## src/rtl/core/tkst_pkg.sv

```systemverilog
// Shared types, constants and helpers of the ranked score tables.
package tkst_pkg;

    localparam int TABLES     = 8;
    localparam int SLOTS      = 5;
    localparam int NAME_CHARS = 3;

    localparam int FUNC_W  = 2;
    localparam int SEL_W   = 3;
    localparam int SLOT_W  = 3;
    localparam int NAME_W  = 24;
    localparam int SCORE_W = 32;
    localparam int CNT_W   = 3;
    localparam int TAB_W   = (TABLES > 1) ? $clog2(TABLES) : 1;

    typedef enum logic [FUNC_W-1:0] {
        FUNC_INSERT  = 2'd0,
        FUNC_QUALIFY = 2'd1,
        FUNC_READ    = 2'd2,
        FUNC_CLEAR   = 2'd3
    } func_t;

    typedef enum logic {
        ST_IDLE,
        ST_EXEC
    } state_t;

    typedef struct packed {
        logic [SCORE_W-1:0] score;
        logic [NAME_W-1:0]  name;
    } slot_t;

    typedef slot_t [SLOTS-1:0] row_t;

    typedef struct packed {
        logic [FUNC_W-1:0]  func;
        logic [TAB_W-1:0]   tab;
        logic               tab_ok;
        logic [SLOT_W-1:0]  slot_index;
        logic [NAME_W-1:0]  entry_name;
        logic [SCORE_W-1:0] entry_score;
    } op_t;

    typedef struct packed {
        logic               qualifies;
        logic [SLOT_W-1:0]  rank_taken;
        logic               read_valid;
        logic [NAME_W-1:0]  read_name;
        logic [SCORE_W-1:0] read_score;
        logic [CNT_W-1:0]   entry_count;
    } rsp_t;

    // Zero every character after the first zero character.
    function automatic logic [NAME_W-1:0] clean_name(input logic [NAME_W-1:0] raw);
        logic [NAME_W-1:0] res;
        logic              ended;
        res   = '0;
        ended = 1'b0;
        for (int i = NAME_CHARS - 1; i >= 0; i--)
        begin
            if (raw[8*i +: 8] == 8'd0)
            begin
                ended = 1'b1;
            end
            if (!ended)
            begin
                res[8*i +: 8] = raw[8*i +: 8];
            end
        end
        return res;
    endfunction

endpackage

```

## src/rtl/core/tkst_if.sv

```systemverilog
// Valid/ready channels carrying request and response beats.
interface tkst_req_if
    import tkst_pkg::*;
();
    logic               valid;
    logic               ready;
    logic [FUNC_W-1:0]  func;
    logic [SEL_W-1:0]   table_select;
    logic [SLOT_W-1:0]  slot_index;
    logic [NAME_W-1:0]  entry_name;
    logic [SCORE_W-1:0] entry_score;

    modport source (output valid, func, table_select, slot_index, entry_name, entry_score,
                    input ready);
    modport sink   (input valid, func, table_select, slot_index, entry_name, entry_score,
                    output ready);
endinterface

interface tkst_rsp_if
    import tkst_pkg::*;
();
    logic               valid;
    logic               ready;
    logic               qualifies;
    logic [SLOT_W-1:0]  rank_taken;
    logic               read_valid;
    logic [NAME_W-1:0]  read_name;
    logic [SCORE_W-1:0] read_score;
    logic [CNT_W-1:0]   entry_count;

    modport source (output valid, qualifies, rank_taken, read_valid, read_name, read_score,
                    entry_count, input ready);
    modport sink   (input valid, qualifies, rank_taken, read_valid, read_name, read_score,
                    entry_count, output ready);
endinterface

```

## src/rtl/core/top_k_sorted_insert_tables.sv

```systemverilog
// Top level of the ranked score tables: row memory, insert/query sequencer, response register.
//
// Usage:
//   req (sink)  : one beat per operation: func, table_select, slot_index,
//                 entry_name, entry_score. func selects insert, qualify,
//                 read slot or clear all tables.
//   rsp (source): exactly one beat per request: qualifies, rank_taken,
//                 read_valid, read_name, read_score, entry_count.
//   Each table is one row of the slot memory (all slots of the list side
//   by side); fill counts sit in flip-flops.
//   Flow: an accepted request is held in the operand and row-read registers;
//   the exec state compares, shifts and writes the row back and registers
//   the response. A new request is taken only in the idle state, so the
//   block finishes one request before it accepts the next.
//   Reset: all fill counts go to zero, which empties every list at once;
//   row contents past a list's count are never looked at, so the memory
//   needs no clearing pass. Clear does the same.
//   Stall: the response stays in its register until taken; a finished
//   operation waits in the compute state, and req.ready stays low, until
//   the response register frees up.
module top_k_sorted_insert_tables
    import tkst_pkg::*;
(
    input  logic      clk,
    input  logic      rst_n,
    tkst_req_if.sink  req,
    tkst_rsp_if.source rsp
);

    row_t             row_mem [TABLES];
    row_t             row_rd_reg;
    op_t              op_reg;
    logic [CNT_W-1:0] cnt_reg [TABLES];
    state_t           state_reg;
    state_t           state_next;
    logic             rsp_valid_reg;
    rsp_t             rsp_reg;

    logic             req_fire;
    logic [TAB_W-1:0] req_tab;
    logic             exec_done;
    logic             wr_en;
    row_t             row_next;
    logic             cnt_wr;
    logic             cnt_clear;
    logic [CNT_W-1:0] cnt_new;
    rsp_t             rsp_next;

    // Per-op compute terms.
    logic [CNT_W-1:0] n;
    logic [SLOT_W-1:0] at;
    logic             found;
    logic             placed;
    slot_t            rd_slot;

    assign req_tab  = TAB_W'(req.table_select);
    assign req_fire = req.valid && req.ready;

    // Row memory: one write port, one registered read port.
    always_ff @(posedge clk)
    begin
        if (wr_en)
        begin
            row_mem[op_reg.tab] <= row_next;
        end
        if (req_fire)
        begin
            row_rd_reg <= row_mem[req_tab];
            op_reg.func        <= req.func;
            op_reg.tab         <= req_tab;
            op_reg.tab_ok      <= (int'(req.table_select) < TABLES);
            op_reg.slot_index  <= req.slot_index;
            op_reg.entry_name  <= req.entry_name;
            op_reg.entry_score <= req.entry_score;
        end
    end

    always_ff @(posedge clk or negedge rst_n)
    begin
        if (!rst_n)
        begin
            for (int t = 0; t < TABLES; t++)
            begin
                cnt_reg[t] <= '0;
            end
        end
        else if (cnt_clear)
        begin
            for (int t = 0; t < TABLES; t++)
            begin
                cnt_reg[t] <= '0;
            end
        end
        else if (cnt_wr)
        begin
            cnt_reg[op_reg.tab] <= cnt_new;
        end
    end

    always_ff @(posedge clk or negedge rst_n)
    begin
        if (!rst_n)
        begin
            state_reg     <= ST_IDLE;
            rsp_valid_reg <= 1'b0;
        end
        else
        begin
            state_reg <= state_next;
            if (exec_done)
            begin
                rsp_valid_reg <= 1'b1;
            end
            else if (rsp.ready)
            begin
                rsp_valid_reg <= 1'b0;
            end
        end
    end

    always_ff @(posedge clk)
    begin
        if (exec_done)
        begin
            rsp_reg <= rsp_next;
        end
    end

    always_comb
    begin
        state_next = state_reg;
        req.ready  = 1'b0;
        exec_done  = 1'b0;
        wr_en      = 1'b0;
        cnt_wr     = 1'b0;
        cnt_clear  = 1'b0;
        cnt_new    = '0;
        row_next   = row_rd_reg;
        n          = op_reg.tab_ok ? cnt_reg[op_reg.tab] : '0;
        at         = SLOT_W'(n);
        found      = 1'b0;
        rd_slot    = '0;

        // Find the first kept slot with a strictly lower score.
        for (int i = 0; i < SLOTS; i++)
        begin
            if (!found && (i < int'(n)) && (op_reg.entry_score > row_rd_reg[i].score))
            begin
                at    = SLOT_W'(i);
                found = 1'b1;
            end
        end
        placed = (int'(at) < SLOTS);

        // Shift lower entries down and drop in the new one.
        for (int i = 1; i < SLOTS; i++)
        begin
            if (i > int'(at))
            begin
                row_next[i] = row_rd_reg[i-1];
            end
        end
        for (int i = 0; i < SLOTS; i++)
        begin
            if (i == int'(at))
            begin
                row_next[i].score = op_reg.entry_score;
                row_next[i].name  = clean_name(op_reg.entry_name);
            end
        end

        for (int i = 0; i < SLOTS; i++)
        begin
            if (i == int'(op_reg.slot_index))
            begin
                rd_slot = row_rd_reg[i];
            end
        end

        rsp_next             = '0;
        rsp_next.rank_taken  = SLOT_W'(SLOTS);
        rsp_next.entry_count = n;

        case (func_t'(op_reg.func))
            FUNC_INSERT:
            begin
                if (op_reg.tab_ok && placed)
                begin
                    cnt_new              = (int'(n) < SLOTS) ? n + CNT_W'(1) : n;
                    rsp_next.qualifies   = 1'b1;
                    rsp_next.rank_taken  = at;
                    rsp_next.entry_count = cnt_new;
                end
            end
            FUNC_QUALIFY:
            begin
                rsp_next.qualifies = op_reg.tab_ok &&
                    ((int'(n) < SLOTS) || (op_reg.entry_score > row_rd_reg[SLOTS-1].score));
            end
            FUNC_READ:
            begin
                if (op_reg.tab_ok && (op_reg.slot_index < n))
                begin
                    rsp_next.read_valid = 1'b1;
                    rsp_next.read_name  = rd_slot.name;
                    rsp_next.read_score = rd_slot.score;
                end
            end
            FUNC_CLEAR:
            begin
                rsp_next.entry_count = '0;
            end
            default:
            begin
                rsp_next = '0;
            end
        endcase

        case (state_reg)
            ST_IDLE:
            begin
                req.ready = 1'b1;
                if (req.valid)
                begin
                    state_next = ST_EXEC;
                end
            end
            ST_EXEC:
            begin
                // Hold until the response register is free.
                if (!rsp_valid_reg || rsp.ready)
                begin
                    exec_done  = 1'b1;
                    state_next = ST_IDLE;
                    if (func_t'(op_reg.func) == FUNC_CLEAR)
                    begin
                        cnt_clear = 1'b1;
                    end
                    else if ((func_t'(op_reg.func) == FUNC_INSERT) && op_reg.tab_ok && placed)
                    begin
                        wr_en  = 1'b1;
                        cnt_wr = 1'b1;
                    end
                end
            end
            default:
            begin
                state_next = ST_IDLE;
            end
        endcase
    end

    assign rsp.valid       = rsp_valid_reg;
    assign rsp.qualifies   = rsp_reg.qualifies;
    assign rsp.rank_taken  = rsp_reg.rank_taken;
    assign rsp.read_valid  = rsp_reg.read_valid;
    assign rsp.read_name   = rsp_reg.read_name;
    assign rsp.read_score  = rsp_reg.read_score;
    assign rsp.entry_count = rsp_reg.entry_count;

endmodule

```

## src/flat_wrapper.sv

```systemverilog
// flat-port wrapper written by rule: the top's interface ports become plain ports
module top_k_sorted_insert_tables_flat import tkst_pkg::*;
  (clk, rst_n, req_valid, req_func, req_table_select, req_slot_index, req_entry_name, req_entry_score, req_ready, rsp_valid, rsp_qualifies, rsp_rank_taken, rsp_read_valid, rsp_read_name, rsp_read_score, rsp_entry_count, rsp_ready);
  tkst_req_if req_i ();
  tkst_rsp_if rsp_i ();
  input  logic clk;
  input  logic rst_n;
  input wire logic [$bits(req_i.valid)-1:0] req_valid;
  input wire logic [$bits(req_i.func)-1:0] req_func;
  input wire logic [$bits(req_i.table_select)-1:0] req_table_select;
  input wire logic [$bits(req_i.slot_index)-1:0] req_slot_index;
  input wire logic [$bits(req_i.entry_name)-1:0] req_entry_name;
  input wire logic [$bits(req_i.entry_score)-1:0] req_entry_score;
  output wire logic [$bits(req_i.ready)-1:0] req_ready;
  output wire logic [$bits(rsp_i.valid)-1:0] rsp_valid;
  output wire logic [$bits(rsp_i.qualifies)-1:0] rsp_qualifies;
  output wire logic [$bits(rsp_i.rank_taken)-1:0] rsp_rank_taken;
  output wire logic [$bits(rsp_i.read_valid)-1:0] rsp_read_valid;
  output wire logic [$bits(rsp_i.read_name)-1:0] rsp_read_name;
  output wire logic [$bits(rsp_i.read_score)-1:0] rsp_read_score;
  output wire logic [$bits(rsp_i.entry_count)-1:0] rsp_entry_count;
  input wire logic [$bits(rsp_i.ready)-1:0] rsp_ready;
  assign req_i.valid = req_valid;
  assign req_i.func = req_func;
  assign req_i.table_select = req_table_select;
  assign req_i.slot_index = req_slot_index;
  assign req_i.entry_name = req_entry_name;
  assign req_i.entry_score = req_entry_score;
  assign req_ready = req_i.ready;
  assign rsp_valid = rsp_i.valid;
  assign rsp_qualifies = rsp_i.qualifies;
  assign rsp_rank_taken = rsp_i.rank_taken;
  assign rsp_read_valid = rsp_i.read_valid;
  assign rsp_read_name = rsp_i.read_name;
  assign rsp_read_score = rsp_i.read_score;
  assign rsp_entry_count = rsp_i.entry_count;
  assign rsp_i.ready = rsp_ready;
  top_k_sorted_insert_tables u_core (.clk(clk), .rst_n(rst_n), .req(req_i), .rsp(rsp_i));
endmodule
```

## config.mk

```make
export PLATFORM = sky130hd
export DESIGN_NAME = top_k_sorted_insert_tables_flat
export DESIGN_NICKNAME = d
export VERILOG_FILES = /design/src/rtl/core/tkst_pkg.sv /design/src/rtl/core/tkst_if.sv /design/src/rtl/core/top_k_sorted_insert_tables.sv /design/src/flat_wrapper.sv
export SDC_FILE = /design/constraint.sdc
export NUM_CORES = 2
export LEC_CHECK = 0
export ABC_AREA = 1
export BUFFER_PORTS_ARGS = -buffer_cell sky130_fd_sc_hd__buf_4
export CORE_ASPECT_RATIO = 1.1
export CORE_MARGIN = 2
export CORE_UTILIZATION = 50
export CTS_BUF_LIST = sky130_fd_sc_hd__clkbuf_8
export CTS_CLUSTER_DIAMETER = 100
export DETAILED_ROUTE_END_ITERATION = 10
export PLACE_DENSITY_LB_ADDON = 0.2
export SETUP_SLACK_MARGIN = 0.02
export SLEW_MARGIN = 0
export SYNTH_ARGS = -nofsm -noshare
export SYNTH_HDL_FRONTEND = slang
export SYNTH_SLANG_ARGS = --single-unit
```

## constraint.sdc

```tcl
create_clock -name clk -period 19.17 [get_ports clk]
set_clock_uncertainty 0.15 [all_clocks]
set_input_delay 2.8755 -clock clk [delete_from_list [all_inputs] [get_ports clk]]
set_output_delay 2.8755 -clock clk [all_outputs]
set_load 0.03 [all_outputs]
```

After elaboration in Yosys (flattened, before gate mapping)
Memory sizes are Yosys's and may differ from the RTL's. A register that Yosys moved wholly into a read port is not among the register bits.
Cells that the tools add are included.
W data, S select, Z words.

word-level totals
  bits in registers = 154
  RAM bits = 2240
  bits of input ports = 68
  output and inout port bits = 66
  logic and storage cells = 181
  memories = 1

cells by class
  add/subtract/negate cells = 1
  magnitude comparators = 19
  eq/ne operators = 11
  muxes and demuxes = 97
  bitwise logic cells = 2
  reduce and logical (&&, ||, !) cells = 29

memories
  name            words  bits a word  rd ports  clocked after memory_dff  write ports  line                              source
  u_core.row_mem  8      280          1         1                         1            top_k_sorted_insert_tables.sv:30  row_t row_mem [TABLES];

operator list
  cell                  count
  $mux W56              14
  $gt A32 B32 Y1        5
  $mux W8               15
  $mux W57              1
  $mux W24              2
  $mux W1               46
  $mux W3               12
  $bwmux W24            1
  $logic_not A8 Y1      3
  $eq A3 B3 Y1 const A  6
  $logic_and A1 B1 Y1   12
  $bmux W3 S3           1
  $demux W3 S3          1
  $eq A2 B3 Y1 const A  2
  $gt A2 B3 Y1 const A  2
  $logic_not A3 Y1      2
  $lt A1 B3 Y1 const A  2
  $lt A2 B3 Y1 const A  2
  $lt A3 B3 Y1 const B  2
  $pmux W3 S2           1
  $logic_not A1 Y1      5
  $eq A2 B2 Y1 const B  2
  $ge A4 B4 Y1 const B  1
  $lt A4 B1 Y1 const B  1
  14 further kinds      18

Depth between registers and ports, before layout
  depth after elaboration = 31
  depth in mapped cells = 26
  depth with buffers taken out = 26

Worst setup path after synthesis
Ideal clock, no wire load.

  path type = input port to flip-flop
  start = input port req_valid
  end = register u_core.op_reg[0] in the netlist's numbering, enable pin
  library setup time = 1068 ps
  arrival = 17346 ps
  required time = 17952 ps
  slack = 605 ps
  cell stages on the path = 2
  buffers on the path = 0
  cells stage by stage = inv_1 nor2_1

between the ends
  longest elaborated chain between the ends = 1

ends and longest elaborated chain
  item                       line                              source
  start: declaration         flat_wrapper.sv:8                 input wire logic [$bits(req_i.valid)-1:0] req_valid;
  $logic_and A1 B1 Y1        top_k_sorted_insert_tables.sv:57  assign req_fire = req.valid && req.ready;
  named net u_core.req_fire  top_k_sorted_insert_tables.sv:39  logic req_fire;
  end: declaration           top_k_sorted_insert_tables.sv:32  op_t op_reg;

The timed path passes the listed nets, and every way through them passes these cells.
A chain may end at the register's enable or synchronous reset.

Final worst setup path
  start = register u_core.op_reg[30] in the netlist's numbering
  end = memory u_core.row_mem[7][118] in the netlist's numbering, enable pin

between the ends
  longest elaborated chain between the ends = 27
  elaborated cells on any way between the ends = 35
  classes of those cells = order compare (6); mux (15); reduce/logical (14)

ends and longest elaborated chain
  item                               line                               source
  $gt A32 B32 Y1                     top_k_sorted_insert_tables.sv:147  if (!found && (i < int'(n)) && (op_reg.entry_score > row_rd_reg[i].score))
  $logic_and A1 B1 Y1                top_k_sorted_insert_tables.sv:147
  $mux W1                            top_k_sorted_insert_tables.sv:147
  $logic_not A1 Y1                   top_k_sorted_insert_tables.sv:147
  $logic_and A1 B1 Y1 (2 in series)  top_k_sorted_insert_tables.sv:147
  $mux W1                            top_k_sorted_insert_tables.sv:147
  $logic_not A1 Y1                   top_k_sorted_insert_tables.sv:147
  $logic_and A1 B1 Y1 (2 in series)  top_k_sorted_insert_tables.sv:147
  [9 not listed]                     -
  $lt A3 B3 Y1 (*)                   top_k_sorted_insert_tables.sv:153  placed = (int'(at) < SLOTS);
  $logic_and A1 B1 Y1 (*)            top_k_sorted_insert_tables.sv:239  else if ((func_t'(op_reg.func) == FUNC_INSERT) && op_reg.tab_ok && placed)
  $mux W1 (*)                        top_k_sorted_insert_tables.sv:239
  $mux W1 (*)                        top_k_sorted_insert_tables.sv:235  if (func_t'(op_reg.func) == FUNC_CLEAR)
  $mux W1 (*)                        top_k_sorted_insert_tables.sv:231  if (!rsp_valid_reg || rsp.ready)
  $mux W1 (*)                        top_k_sorted_insert_tables.sv:219  case (state_reg)
  $mux W1 (*)                        top_k_sorted_insert_tables.sv:62   if (wr_en)
  $mux W1 (implied by the code) (*)  top_k_sorted_insert_tables.sv:64   row_mem[op_reg.tab] <= row_next;
  end: declaration                   top_k_sorted_insert_tables.sv:30

Mark *: on every way between the ends. The rest lies on a longest branch, timed or not.

==> reports/metrics.cfg <==
[die]
core_area_um2=219000
dieArea_um2=224000
die_h_um=497
row_count=180
initial_utilization=0.504
die_x_um=452
io_pins=134

[power]
max-vdd-ir-drop_uv=84.8
pwr-share-comb=0.128
leakage_uw=0.0410
powerDensity_nw_per_um2=109
switching_power_uw=3680
swShare=0.278
p_int_uw=9550
clkPwrFrac=0.326
seqPwrFrac=0.546

[global_routing]
grt-ovfl-total=0
grt_max_degree=201
grt_pass1_vias=70616
grt.met3_usage=0.0524
gr-usage-all-layers=0.271
grt.met1_usage=0.380
met2_usage=0.423
top_usage_layer=met2
grt_first_pass_wirelength_um=456000
antenna_found_initial=10

[timing]
maxSlewViolCount=0
finalSetupTns_ns=0
min_period_over_period=0.386
layout_setup_ws_ns=11.77
layout_min_cycle_time_ns=7.40
hold-worst-slack_ns=0.353
finalHoldViolCount=0
max-slew-margin-rel=0.203
setup_viol=0
clock.fmax_ghz=0.135
grt_setup_unrepaired=no
worst_pin_slew_ns=1.20

[clock_tree]
clk_latency_ns=1.13
cts_tree=done
root_buffer=clkbuf_8
h-tree-depth=5
postCtsHoldBufs=0
cts.reportedPaths.clkPinSlew_ns=0.06
cts_resized=0
cts_sinks=2674
post_cts_buffers=0
numCtsBuffers=416
cts_buffer_depth=4

[route]
totalWireLength_um=309000
first_pass_iters=6
avgRoutedWirePerCell_um=25.1
drtIter0Drc=8441
num_vias=73988
route.detailed.drc=0
antenna_left=0
vias_per_cell=6.01

[worst_setup_path]
cp-start-kind=register
path_class=reg -> reg
cp.required_ns=19.74
worst_r2r_path_depth=19
cp_max_fo=49
crit_arrival_ns=7.98
cp-end-kind=register

[logic_synthesis]
synth_seq_cells=2674
synth_top_area_share=0.721
ys.flop_type=edfxtp_1
synth_edf_count=2648
synth_warnings=0
syn-instance-count=9004
syn_area_um2=110000
synth_seq_area_share=0.727
avgSynthCellArea_um2=12.2
netlist.top_cell.by_area=edfxtp_1
syn_nets=9239
synth_cell_types=40
synth.area.top_cells=edfxtp_1, nor2_1, o21ai_0
async_flop_share=0.00972

[final_layout]
drive_above_1_share=0.0838
final_common_cell=edfxtp_1
area_delta_synth_final_pct=9.82
design_area_um2=121000
nNetsFinal=9323
final_cell_mix=edfxtp_1, nor2_1, o21ai_0
largest_register_ffs=2240

[place]
routabilityCongestion=0.864
placed_cell_area_um2=114000
pre_cts_ws_ns=10.98
io_buffers=133
post-dp-hpwl_um=159000

[worst_hold_path]
hold_class=reg -> reg
hold_depth=2

[run]
max_cap_violations=0

[outcome]
status=complete, no violations

[worst max-delay path: stages, from the launching register on]
cell and delay [ns]:
edfxtp_1 0.56, ha_1 0.37, nand2_1 0.07, nor2_1 0.18, nand2_1 0.12, nor3_1 0.81
nor2b_1 0.25, a21oi_2 0.05, nand2_2 0.07, nand2_2 0.06, nor2_2 0.16, nand3_1 0.16
nand2_2 0.22, nand2_2 0.12, nand2_4 0.25, nand3_4 0.29, nor2_4 0.53, buf_4 0.81
buf_4 0.84, buf_4 0.72
[power by group through the flow]
stage | logic (uW) | clock network (uW) | registers (uW)
detailed placement | 1670 | 0 | 7330
global route | 1840 | 4620 | 7230
finish | 1690 | 4320 | 7220
CTS | 1670 | 4380 | 7210
floorplan | 930 | 0 | 7420
global placement | 1630 | 0 | 7330
[stage by stage]
| step | utilization | cells | power (uW) |
|---|---|---|---|
| after floorplan | - | 9004 | 8350 |
| after global placement | 0.520 | 11582 | 8950 |
| after detailed placement | 0.520 | 11582 | 8990 |
| after CTS | 0.553 | 12311 | 13300 |
| after global routing | 0.553 | 12313 | 13700 |
| final | 0.553 | 12316 | 13200 |
[synth_stat cells, types with 10 or more instances]
cell / count
a21oi_1: 152
a31oi_1: 338
buf_1: 34
buf_2: 52
buf_4: 14
clkbuf_1: 477
dfrtp_1: 26
edfxtp_1: 2648
ha_1: 167
inv_1: 323
nand2_1: 577
nand2_2: 13
nand3_1: 121
nand4_1: 20
nor2_1: 2093
nor2_2: 13
nor3_1: 14
o211ai_1: 83
o21a_1: 10
o21ai_0: 1284
o21ai_1: 42
o221ai_1: 53
o22ai_1: 413
[final timing paths]
path	start	to	slack, ns
worst min-delay path	u_core.cnt_reg[13]	u_core.cnt_reg[13]	0.35
worst max register to register	u_core.op_reg[30]	u_core.row_mem[7][118]	11.77
worst min register to register	u_core.cnt_reg[13]	u_core.cnt_reg[13]	0.35
worst max-delay path	u_core.op_reg[30]	u_core.row_mem[7][118]	11.77
max in group asynchronous	rst_n	u_core.cnt_reg[4]	17.05
min in group asynchronous	rst_n	u_core.cnt_reg[20]	1.52
[routing by layer]
metal  vias to the layer above  wire length [um]
li1                      33031                 -
met1                     36648            127000
met2                      3766            142000
met3                       543             29700
met4                         0             10100
met5                         -                 0
[final cells by class]
cell class,instances,area (um2)
Fill cell,17959,97800
Sequential cell,2674,80200
Multi-Input combinational cell,5418,26700
Clock buffer,422,5810
Tap cell,2912,3640
Timing Repair Buffer,248,2090
Clock inverter,307,1460
Inverter,330,1270
Antenna cell,5,12.5
[logic make-up after synthesis]
family,Yosys count,share of synthesized area
adder cells (fa/ha/maj),167,0.0189
AO/OA/AOI/OAI,2385,0.121
buffers and inverters,912,0.0324
flip-flops,2674,0.727
AND/OR/NAND/NOR,2866,0.101
Power figures use the tool's default switching activity.
